**config.mk**
```make
export PLATFORM = sky130hd
export DESIGN_NAME = epoch_seconds_to_calendar_date_unit
export DESIGN_NICKNAME = d
export VERILOG_FILES = /design/src/rtl/esc_pkg.sv /design/src/rtl/esc_ctrl.sv /design/src/rtl/esc_datapath.sv /design/src/rtl/epoch_seconds_to_calendar_date_unit.sv
export SDC_FILE = /design/constraint.sdc
export NUM_CORES = 1
export LEC_CHECK = 0
export BUFFER_PORTS_ARGS = -buffer_cell sky130_fd_sc_hd__buf_2
export CAP_MARGIN = 20
export CORE_UTILIZATION = 40
export DETAILED_ROUTE_END_ITERATION = 10
export PLACE_DENSITY_LB_ADDON = 0.15
export SYNTH_ARGS = -nofsm -noshare
export SYNTH_HDL_FRONTEND = slang
export SYNTH_SLANG_ARGS = --single-unit
```
**constraint.sdc**
```tcl
create_clock -name clk_i -period 8 [get_ports clk_i]
set_clock_uncertainty 0.1 [all_clocks]
set_input_delay 1.2 -clock clk_i [delete_from_list [all_inputs] [get_ports clk_i]]
set_output_delay 1.2 -clock clk_i [all_outputs]
set_load 0.01 [all_outputs]
```
**src/rtl/esc_pkg.sv**
```systemverilog
// Shared types and constants for the epoch-seconds-to-calendar-date unit.
// Used by the controller, the datapath and the top level; no dependencies.
package esc_pkg;

  // seconds / 86400 taken as (seconds >> 7) / 675, exact for 25-bit operands
  localparam logic [25:0] RecipDay     = 26'd50903317;   // ceil(2^35 / 675)
  localparam int unsigned ShiftDay     = 35;
  localparam logic [16:0] SecsPerDay   = 17'd86400;
  localparam logic [15:0] DaysToEpoch  = 16'd731;   // 1968-01-01 .. 1970-01-01

  // days / 1461, exact for 16-bit operands
  localparam logic [16:0] RecipCycle   = 17'd91868;      // ceil(2^27 / 1461)
  localparam int unsigned ShiftCycle   = 27;
  localparam logic [10:0] DaysPerCycle = 11'd1461;

  // first day of each of the later, non-leap years of a leap-year group
  localparam logic [10:0] DaysYear1    = 11'd366;
  localparam logic [10:0] DaysYear2    = 11'd731;
  localparam logic [10:0] DaysYear3    = 11'd1096;

  // seconds-of-day / 3600 taken as (s >> 4) / 225
  localparam logic [13:0] RecipHour    = 14'd9321;       // ceil(2^21 / 225)
  localparam int unsigned ShiftHour    = 21;
  localparam logic [11:0] SecsPerHour  = 12'd3600;

  // seconds-of-hour / 60 taken as (s >> 2) / 15
  localparam logic [10:0] RecipMin     = 11'd1093;       // ceil(2^14 / 15)
  localparam int unsigned ShiftMin     = 14;
  localparam logic [5:0]  SecsPerMin   = 6'd60;

  localparam logic [11:0] BaseYear     = 12'd1968;
  localparam logic [31:0] LimitSeconds = 32'd4102444800;

  localparam logic [3:0] MonthFeb = 4'd1;
  localparam logic [3:0] MonthDec = 4'd11;

  typedef enum logic [2:0] {
    S_IDLE,
    S_DAY,
    S_SOD,
    S_CYCLE,
    S_SPLIT,
    S_YEAR,
    S_SEC,
    S_WALK
  } state_e;

  typedef enum logic [3:0] {
    OP_NONE,
    OP_START,      // capture the word and the range flag
    OP_DAY,        // day count by reciprocal multiply
    OP_SOD,        // seconds of day, rebase days to 1968
    OP_CYCLE,      // four-year cycle count and hour
    OP_SPLIT,      // day within cycle, cycle year, seconds of hour
    OP_YEAR,       // year within cycle, day of year, minute
    OP_WALK_INIT,  // second, clear month
    OP_WALK        // subtract one month length
  } op_e;

  typedef struct packed {
    op_e op;
  } esc_cmd_t;

  typedef struct packed {
    logic walk_done;
  } esc_sts_t;

  function automatic logic [4:0] month_len(input logic [3:0] m, input logic leap);
    logic [4:0] len;
    case (m)
      4'd0, 4'd2, 4'd4, 4'd6, 4'd7, 4'd9, 4'd11: len = 5'd31;
      MonthFeb:                                 len = leap ? 5'd29 : 5'd28;
      default:                                  len = 5'd30;
    endcase
    return len;
  endfunction

endpackage

```
**src/rtl/esc_ctrl.sv**
```systemverilog
// Sequencer for the calendar conversion: steps the datapath through the
// fixed arithmetic passes and the month walk. Depends on esc_pkg.
module esc_ctrl import esc_pkg::*; (
  input  logic     clk_i,
  input  logic     rst_ni,
  input  logic     start_i,
  input  esc_sts_t sts_i,
  output esc_cmd_t cmd_o,
  output logic     busy_o,
  output logic     done_o
);

  state_e state_q, state_d;
  logic   done_q, done_d;

  always_ff @(posedge clk_i or negedge rst_ni) begin
    if (!rst_ni) begin
      state_q <= S_IDLE;
      done_q  <= 1'b0;
    end else begin
      state_q <= state_d;
      done_q  <= done_d;
    end
  end

  always_comb begin
    state_d   = state_q;
    done_d    = 1'b0;
    cmd_o.op  = OP_NONE;
    unique case (state_q)
      S_IDLE: begin
        if (start_i) begin
          cmd_o.op = OP_START;
          state_d  = S_DAY;
        end
      end
      S_DAY: begin
        cmd_o.op = OP_DAY;
        state_d  = S_SOD;
      end
      S_SOD: begin
        cmd_o.op = OP_SOD;
        state_d  = S_CYCLE;
      end
      S_CYCLE: begin
        cmd_o.op = OP_CYCLE;
        state_d  = S_SPLIT;
      end
      S_SPLIT: begin
        cmd_o.op = OP_SPLIT;
        state_d  = S_YEAR;
      end
      S_YEAR: begin
        cmd_o.op = OP_YEAR;
        state_d  = S_SEC;
      end
      S_SEC: begin
        cmd_o.op = OP_WALK_INIT;
        state_d  = S_WALK;
      end
      S_WALK: begin
        if (sts_i.walk_done) begin
          state_d = S_IDLE;
          done_d  = 1'b1;
        end else begin
          cmd_o.op = OP_WALK;
        end
      end
      default: state_d = S_IDLE;
    endcase
  end

  assign busy_o = (state_q != S_IDLE);
  assign done_o = done_q;

`ifndef SYNTHESIS
  a_done_after_walk: assert property (@(posedge clk_i) disable iff (!rst_ni)
    done_q |-> $past(state_q == S_WALK) && state_q == S_IDLE)
    else $error("result strobe without finished month walk");

  a_start_launch: assert property (@(posedge clk_i) disable iff (!rst_ni)
    (state_q == S_IDLE && start_i) |=> state_q == S_DAY)
    else $error("accepted word did not launch the day division");

  a_idle_quiet: assert property (@(posedge clk_i) disable iff (!rst_ni)
    (state_q == S_IDLE && !start_i) |-> cmd_o.op == OP_NONE)
    else $error("datapath command issued while idle");

  a_walk_step: assert property (@(posedge clk_i) disable iff (!rst_ni)
    (state_q == S_WALK && !sts_i.walk_done) |=> state_q == S_WALK)
    else $error("month walk left early");
`endif

endmodule

```
**src/rtl/esc_datapath.sv**
```systemverilog
// Datapath: reciprocal-multiply constant divisions, year/day bookkeeping,
// month walk and result registers. Driven by esc_ctrl; depends on esc_pkg.
module esc_datapath import esc_pkg::*; (
  input  logic        clk_i,
  input  esc_cmd_t    cmd_i,
  input  logic [31:0] utc_seconds_i,
  output esc_sts_t    sts_o,
  output logic [5:0]  second_of_minute_o,
  output logic [5:0]  minute_of_hour_o,
  output logic [4:0]  hour_of_day_o,
  output logic [4:0]  day_of_month_o,
  output logic [3:0]  month_of_year_o,
  output logic [11:0] calendar_year_o,
  output logic        out_of_range_o
);

  // intermediate state
  logic [31:0] t_q;
  logic [15:0] days_q;
  logic [15:0] ep_days_q;
  logic [16:0] sod_q;
  logic [5:0]  cyc_q;
  logic [10:0] cyc_day_q;
  logic [11:0] rsec_q;
  // calendar state
  logic [11:0] year_q;
  logic [10:0] day_q;
  logic        leap_q;
  logic [3:0]  mon_q;
  logic [4:0]  hour_q;
  logic [5:0]  min_q;
  logic [5:0]  sec_q;
  logic        oor_q;

  logic [50:0] day_prod;
  logic [16:0] day_secs;
  logic [32:0] cyc_prod;
  logic [26:0] hour_prod;
  logic [10:0] cyc_days;
  logic [11:0] hour_secs;
  logic [20:0] min_prod;
  logic [5:0]  min_secs;
  logic [4:0]  mlen;

  assign day_prod  = {26'd0, t_q[31:7]} * {25'd0, RecipDay};
  // remainders only need the low bits: each true result fits its width
  assign day_secs  = {1'b0, days_q} * SecsPerDay;
  assign cyc_prod  = {17'd0, ep_days_q} * {16'd0, RecipCycle};
  assign hour_prod = {14'd0, sod_q[16:4]} * {13'd0, RecipHour};
  assign cyc_days  = {5'd0, cyc_q} * DaysPerCycle;
  assign hour_secs = {7'd0, hour_q} * SecsPerHour;
  assign min_prod  = {11'd0, rsec_q[11:2]} * {10'd0, RecipMin};
  assign min_secs  = min_q * SecsPerMin;

  assign mlen            = month_len(mon_q, leap_q);
  assign sts_o.walk_done = (day_q < 11'(mlen)) || (mon_q == MonthDec);

  always_ff @(posedge clk_i) begin
    case (cmd_i.op)
      OP_START: begin
        t_q   <= utc_seconds_i;
        oor_q <= (utc_seconds_i >= LimitSeconds);
      end
      OP_DAY: begin
        days_q <= day_prod[ShiftDay+15:ShiftDay];
      end
      OP_SOD: begin
        sod_q     <= t_q[16:0] - day_secs;
        ep_days_q <= days_q + DaysToEpoch;
      end
      OP_CYCLE: begin
        cyc_q  <= cyc_prod[ShiftCycle+5:ShiftCycle];
        hour_q <= hour_prod[ShiftHour+4:ShiftHour];
      end
      OP_SPLIT: begin
        cyc_day_q <= ep_days_q[10:0] - cyc_days;
        year_q    <= BaseYear + {4'd0, cyc_q, 2'b00};
        rsec_q    <= sod_q[11:0] - hour_secs;
      end
      OP_YEAR: begin
        min_q <= min_prod[ShiftMin+5:ShiftMin];
        // first year of the cycle is the leap year
        if (cyc_day_q >= DaysYear3) begin
          leap_q <= 1'b0;
          year_q <= year_q + 12'd3;
          day_q  <= cyc_day_q - DaysYear3;
        end else if (cyc_day_q >= DaysYear2) begin
          leap_q <= 1'b0;
          year_q <= year_q + 12'd2;
          day_q  <= cyc_day_q - DaysYear2;
        end else if (cyc_day_q >= DaysYear1) begin
          leap_q <= 1'b0;
          year_q <= year_q + 12'd1;
          day_q  <= cyc_day_q - DaysYear1;
        end else begin
          leap_q <= 1'b1;
          day_q  <= cyc_day_q;
        end
      end
      OP_WALK_INIT: begin
        sec_q <= rsec_q[5:0] - min_secs;
        mon_q <= '0;
      end
      OP_WALK: begin
        if (!sts_o.walk_done) begin
          day_q <= day_q - 11'(mlen);
          mon_q <= mon_q + 4'd1;
        end
      end
      default: ;
    endcase
  end

  assign second_of_minute_o = sec_q;
  assign minute_of_hour_o   = min_q;
  assign hour_of_day_o      = hour_q;
  assign day_of_month_o     = day_q[4:0] + 5'd1;
  assign month_of_year_o    = mon_q + 4'd1;
  assign calendar_year_o    = year_q;
  assign out_of_range_o     = oor_q;

endmodule

```
**src/rtl/epoch_seconds_to_calendar_date_unit.sv**
```systemverilog
// Top level of the epoch-seconds-to-calendar-date unit: controller plus
// datapath. Depends on esc_pkg, esc_ctrl and esc_datapath.
//
// Usage:
//   Drive utc_seconds_i and raise start_i; the word is taken at a rising
//   edge where start_i is high and busy_o is low. busy_o stays high while
//   the conversion runs. The result (second, minute, hour, day, month,
//   year, out_of_range) appears on the result ports for one cycle with
//   done_o high; the outputs keep that value until the next word starts.
//   The time from the accepting edge to the done_o cycle grows with the
//   month number (1..12) of the result. One word is in flight at a time;
//   a new start_i is taken in the done_o cycle. The conversion runs six
//   fixed steps (constant divisions done as reciprocal multiplies, their
//   remainders and the year split) followed by a month walk of one month
//   per cycle.
//   Reset (rst_ni low, asynchronous) returns the controller to idle and
//   drops busy_o and done_o; result ports are undefined until the first
//   result. The receiver cannot stall: done_o is a single-cycle strobe.
module epoch_seconds_to_calendar_date_unit import esc_pkg::*; (
  input  logic        clk_i,
  input  logic        rst_ni,
  input  logic        start_i,
  output logic        busy_o,
  input  logic [31:0] utc_seconds_i,
  output logic        done_o,
  output logic [5:0]  second_of_minute_o,
  output logic [5:0]  minute_of_hour_o,
  output logic [4:0]  hour_of_day_o,
  output logic [4:0]  day_of_month_o,
  output logic [3:0]  month_of_year_o,
  output logic [11:0] calendar_year_o,
  output logic        out_of_range_o
);

  esc_cmd_t cmd;
  esc_sts_t sts;

  esc_ctrl u_ctrl (
    .clk_i   (clk_i),
    .rst_ni  (rst_ni),
    .start_i (start_i),
    .sts_i   (sts),
    .cmd_o   (cmd),
    .busy_o  (busy_o),
    .done_o  (done_o)
  );

  esc_datapath u_dp (
    .clk_i              (clk_i),
    .cmd_i              (cmd),
    .utc_seconds_i      (utc_seconds_i),
    .sts_o              (sts),
    .second_of_minute_o (second_of_minute_o),
    .minute_of_hour_o   (minute_of_hour_o),
    .hour_of_day_o      (hour_of_day_o),
    .day_of_month_o     (day_of_month_o),
    .month_of_year_o    (month_of_year_o),
    .calendar_year_o    (calendar_year_o),
    .out_of_range_o     (out_of_range_o)
  );

endmodule

```
==> flow_metrics.py <==
metrics = {
    "setup_path": {
        "slowest_delay_ns": 0.81,
        "arrival_ns": 7.09,
        "crit_path_frequent_cell": "inv_1",
        "cp_cell_sequence": "inv_1 > ha_1 > inv_1 > fa_1 > ha_1 > inv_1 > fa_1 > inv_1 > fa_1 > fa_1 > inv_1 > fa_1 > inv_1 > ha_1 > and4_1 > nand4_1 > and4bb_1 > o2bb2ai_1 > nor2_1 > nor3b_2 > a31oi_2 > nor2b_1 > xnor2_1",
        "critPathCaptureType": "flop",
        "critPathMaxFanout": 12,
        "critPathTopFamily": "adder cells",
        "critical_path_class": "reg -> reg",
        "critPathBufInv": 6,
        "cp-start-kind": "flop",
        "critPathRequiredTime_ns": 8.14,
        "cp_slowest_cell": "edfxtp_1",
    },
    "global_route": {
        "antenna_found_initial": 0,
        "grt_max_degree": 34,
        "grt_pass1_wl_um": 96800,
        "grt_pass1_vias": 18600,
        "grt_usage_pct": 18.6,
        "grt_overflow_total": 0,
    },
    "outcome": {
        "violations": "DRC",
        "status": "complete, but fails checks",
    },
    "synth": {
        "synth_fp_nets": 3560,
        "synth_top_family_by_area": "adder cells",
        "synthMuxAreaShare_pct": 0.262,
        "ys_ff_latch": 160,
        "synth_enable_flop_cells": 156,
        "synthArstFlopShare_pct": 2.50,
        "synth_ff_type": "edfxtp_1",
        "yosysMostFrequentCell": "inv_1",
        "yosys.area_share.simple_pct": 5.10,
        "netlist_instances": 2545,
        "avgSynthCellArea_sq_um": 10.5,
        "synth_xor_area_share_pct": 4.48,
        "synthAdderAreaFrac_pct": 55.4,
        "synth-seq-area-share_pct": 17.9,
        "ys_warn_count": 0,
        "syn_area_sq_um": 26800,
        "synth_top_cell_by_area": "ha_1",
        "synth_top_cells_by_count": "inv_1 (689), ha_1 (638), fa_1 (342)",
        "synth_compound_area_share_pct": 6.88,
        "synth.distinct_cells": 75,
        "yosys-top-cells-area": "ha_1 (30%), fa_1 (26%), edfxtp_1 (18%)",
        "synth_top_area_share_pct": 29.8,
    },
    "floorplanning": {
        "num_io_pins": 76,
        "num_rows": 94,
        "die_w_um": 261,
        "initial_core_util_pct": 40.6,
        "core-area_sq_um": 66000,
        "die-area_sq_um": 67900,
        "die_y_um": 261,
    },
    "route": {
        "wl_per_cell_um": 16.8,
        "drt_iter0_drc": 643,
        "drt_first_pass_iters": 7,
        "route.vias.total": 16900,
        "drt-vias-per-instance": 4.83,
        "ant_nets": 0,
        "drc": 16,
        "finalWirelength_um": 58800,
    },
    "sta": {
        "rsz0062_at_grt": "false",
        "fin_setup_tns_ns": 0,
        "min_period_ns": 6.95,
        "drv_slew": 0,
        "relSlewSlack_pct": 31.9,
        "finalHoldViolations": 0,
        "fmax_mhz": 144,
        "worst_pin_slew_ns": 1.02,
        "setup_violations": 0,
        "finalCritPeriodShare_pct": 86.9,
    },
    "final_layout": {
        "multi_input_area_sq_um": 19300,
        "antenna_cells": 0,
        "final_nets": 3645,
        "seqCellArea_sq_um": 4780,
        "layout-drive-gt1-share_pct": 5.30,
        "syn2layout_area_growth_pct": 7.74,
        "fill_cells": 6290,
    },
    "clock_tree": {
        "htree_levels": 4,
        "post_cts_resize_count": 0,
        "clk_latency_ns": 0.50,
        "cts_tree": "built",
        "cts.clk_slew.worst_paths_ns": 0.08,
        "postCtsHoldBufs": 0,
        "cts_root_buf": "clkbuf_16",
        "cts_setup_buffers": 0,
        "cts_buffers": 17,
        "cts.sinks": 160,
        "clock_path_buffers": 2,
    },
    "place": {
        "gp_congestion": 0.914,
        "place_hpwl_um": 51400,
        "port-buffer-count": 75,
    },
    "hold_path": {
        "worstHoldPathType": "reg -> reg",
    },
    "job": {
        "cap_violations": 0,
    },
}
## per-stage QoR
stage | setup slack [ns] | hold WS, ns | instances | util, % | instance area [sq um]
global route | 0.718 | 0.331 | 3507 | 43.7 | 28800
floorplan | 1.72 | 0.300 | 2545 | - | 26800
global placement | 1.15 | 0.302 | 3474 | 42.7 | 28200
detailed placement | 1.00 | 0.305 | 3474 | 42.7 | 28200
CTS | 0.975 | 0.324 | 3506 | 43.7 | 28800
finish | 1.05 | 0.323 | 3507 | 43.7 | 28800
## worst paths after layout
kind | startpoint | to | slack (ns) | depth (start not counted)
min in group asynchronous | rst_ni | u_ctrl.done_o | 0.42 | 1
setup reg to reg | u_dp.t_q[12] | u_dp.days_q[13] | 1.05 | 23
setup / recovery | u_dp.t_q[12] | u_dp.days_q[13] | 1.05 | 23
hold reg to reg | u_dp.t_q[4] | u_dp.sod_q[4] | 0.32 | 0
max in group asynchronous | rst_ni | u_ctrl.state_q[1] | 7.20 | 1
hold / removal | u_dp.t_q[4] | u_dp.sod_q[4] | 0.32 | 0
## cells in the final DEF, fill, tap and decap left out, types with 4 or more instances in the layout
| cell type | count |
|---|---|
| a211oi_1 | 8 |
| a21o_1 | 33 |
| a21oi_1 | 99 |
| a21oi_2 | 6 |
| a31oi_1 | 12 |
| and2_1 | 7 |
| and3_1 | 7 |
| and4_1 | 6 |
| buf_2 | 75 |
| buf_4 | 5 |
| clkbuf_16 | 17 |
| clkinv_8 | 4 |
| dfrtp_1 | 4 |
| edfxtp_1 | 156 |
| fa_1 | 342 |
| ha_1 | 638 |
| inv_1 | 689 |
| inv_8 | 6 |
| mux2i_1 | 7 |
| nand2_1 | 62 |
| nand2b_1 | 11 |
| nand3_1 | 25 |
| nand4_1 | 17 |
| nor2_1 | 75 |
| nor2b_1 | 13 |
| nor3_1 | 14 |
| nor4_1 | 4 |
| o211ai_1 | 7 |
| o21a_1 | 12 |
| o21ai_0 | 48 |
| o21ai_1 | 7 |
| o21bai_1 | 11 |
| or3_1 | 8 |
| xnor2_1 | 87 |
| xor2_1 | 50 |
## registers in the layout, indices dropped and copies added (netlist names)
register and count:
u_dp.cyc_day_q 11, u_dp.mon_q 4, u_dp.out_of_range_o 1, u_ctrl.state_q 3
u_dp.cyc_q 6, u_dp.t_q 32, u_dp.rsec_q 12, u_dp.calendar_year_o 12
u_dp.leap_q 1, u_dp.day_q 11, u_dp.days_q 16, u_dp.ep_days_q 16
u_dp.second_of_minute_o 6, u_dp.hour_of_day_o 5, u_dp.sod_q 17, u_dp.minute_of_hour_o 6
u_ctrl.done_o 1
## routing by layer
layer	track usage (%)	part of all wire [%]	vias to the layer above
met5	0	0	-
met4	5.99	2.3	0
met3	2.15	2.2	60
met2	32.7	50	207
met1	23.5	46	8267
li1	-	-	8402
## cell families after synthesis
kind of cell | count (synthesis)
AO/OA/AOI/OAI | 285
XOR/XNOR | 137
adder cells (fa/ha/maj) | 980
buffers and inverters | 706
flip-flops | 160
multiplexers | 7
AND/OR/NAND/NOR | 270
## final cells by class
type	count	share of cell area [%]
repair buffers	81	1.50
clock inverters	15	0.664
well taps	864	3.75
multi-input cells	1679	67.0
clock buffers	17	1.48
inverters	691	8.99
flip-flops and latches	160	16.6
Power is left out: the tool's default activity adds up to more than one toggle a clock period on the data nets, which glitch-free logic cannot reach.
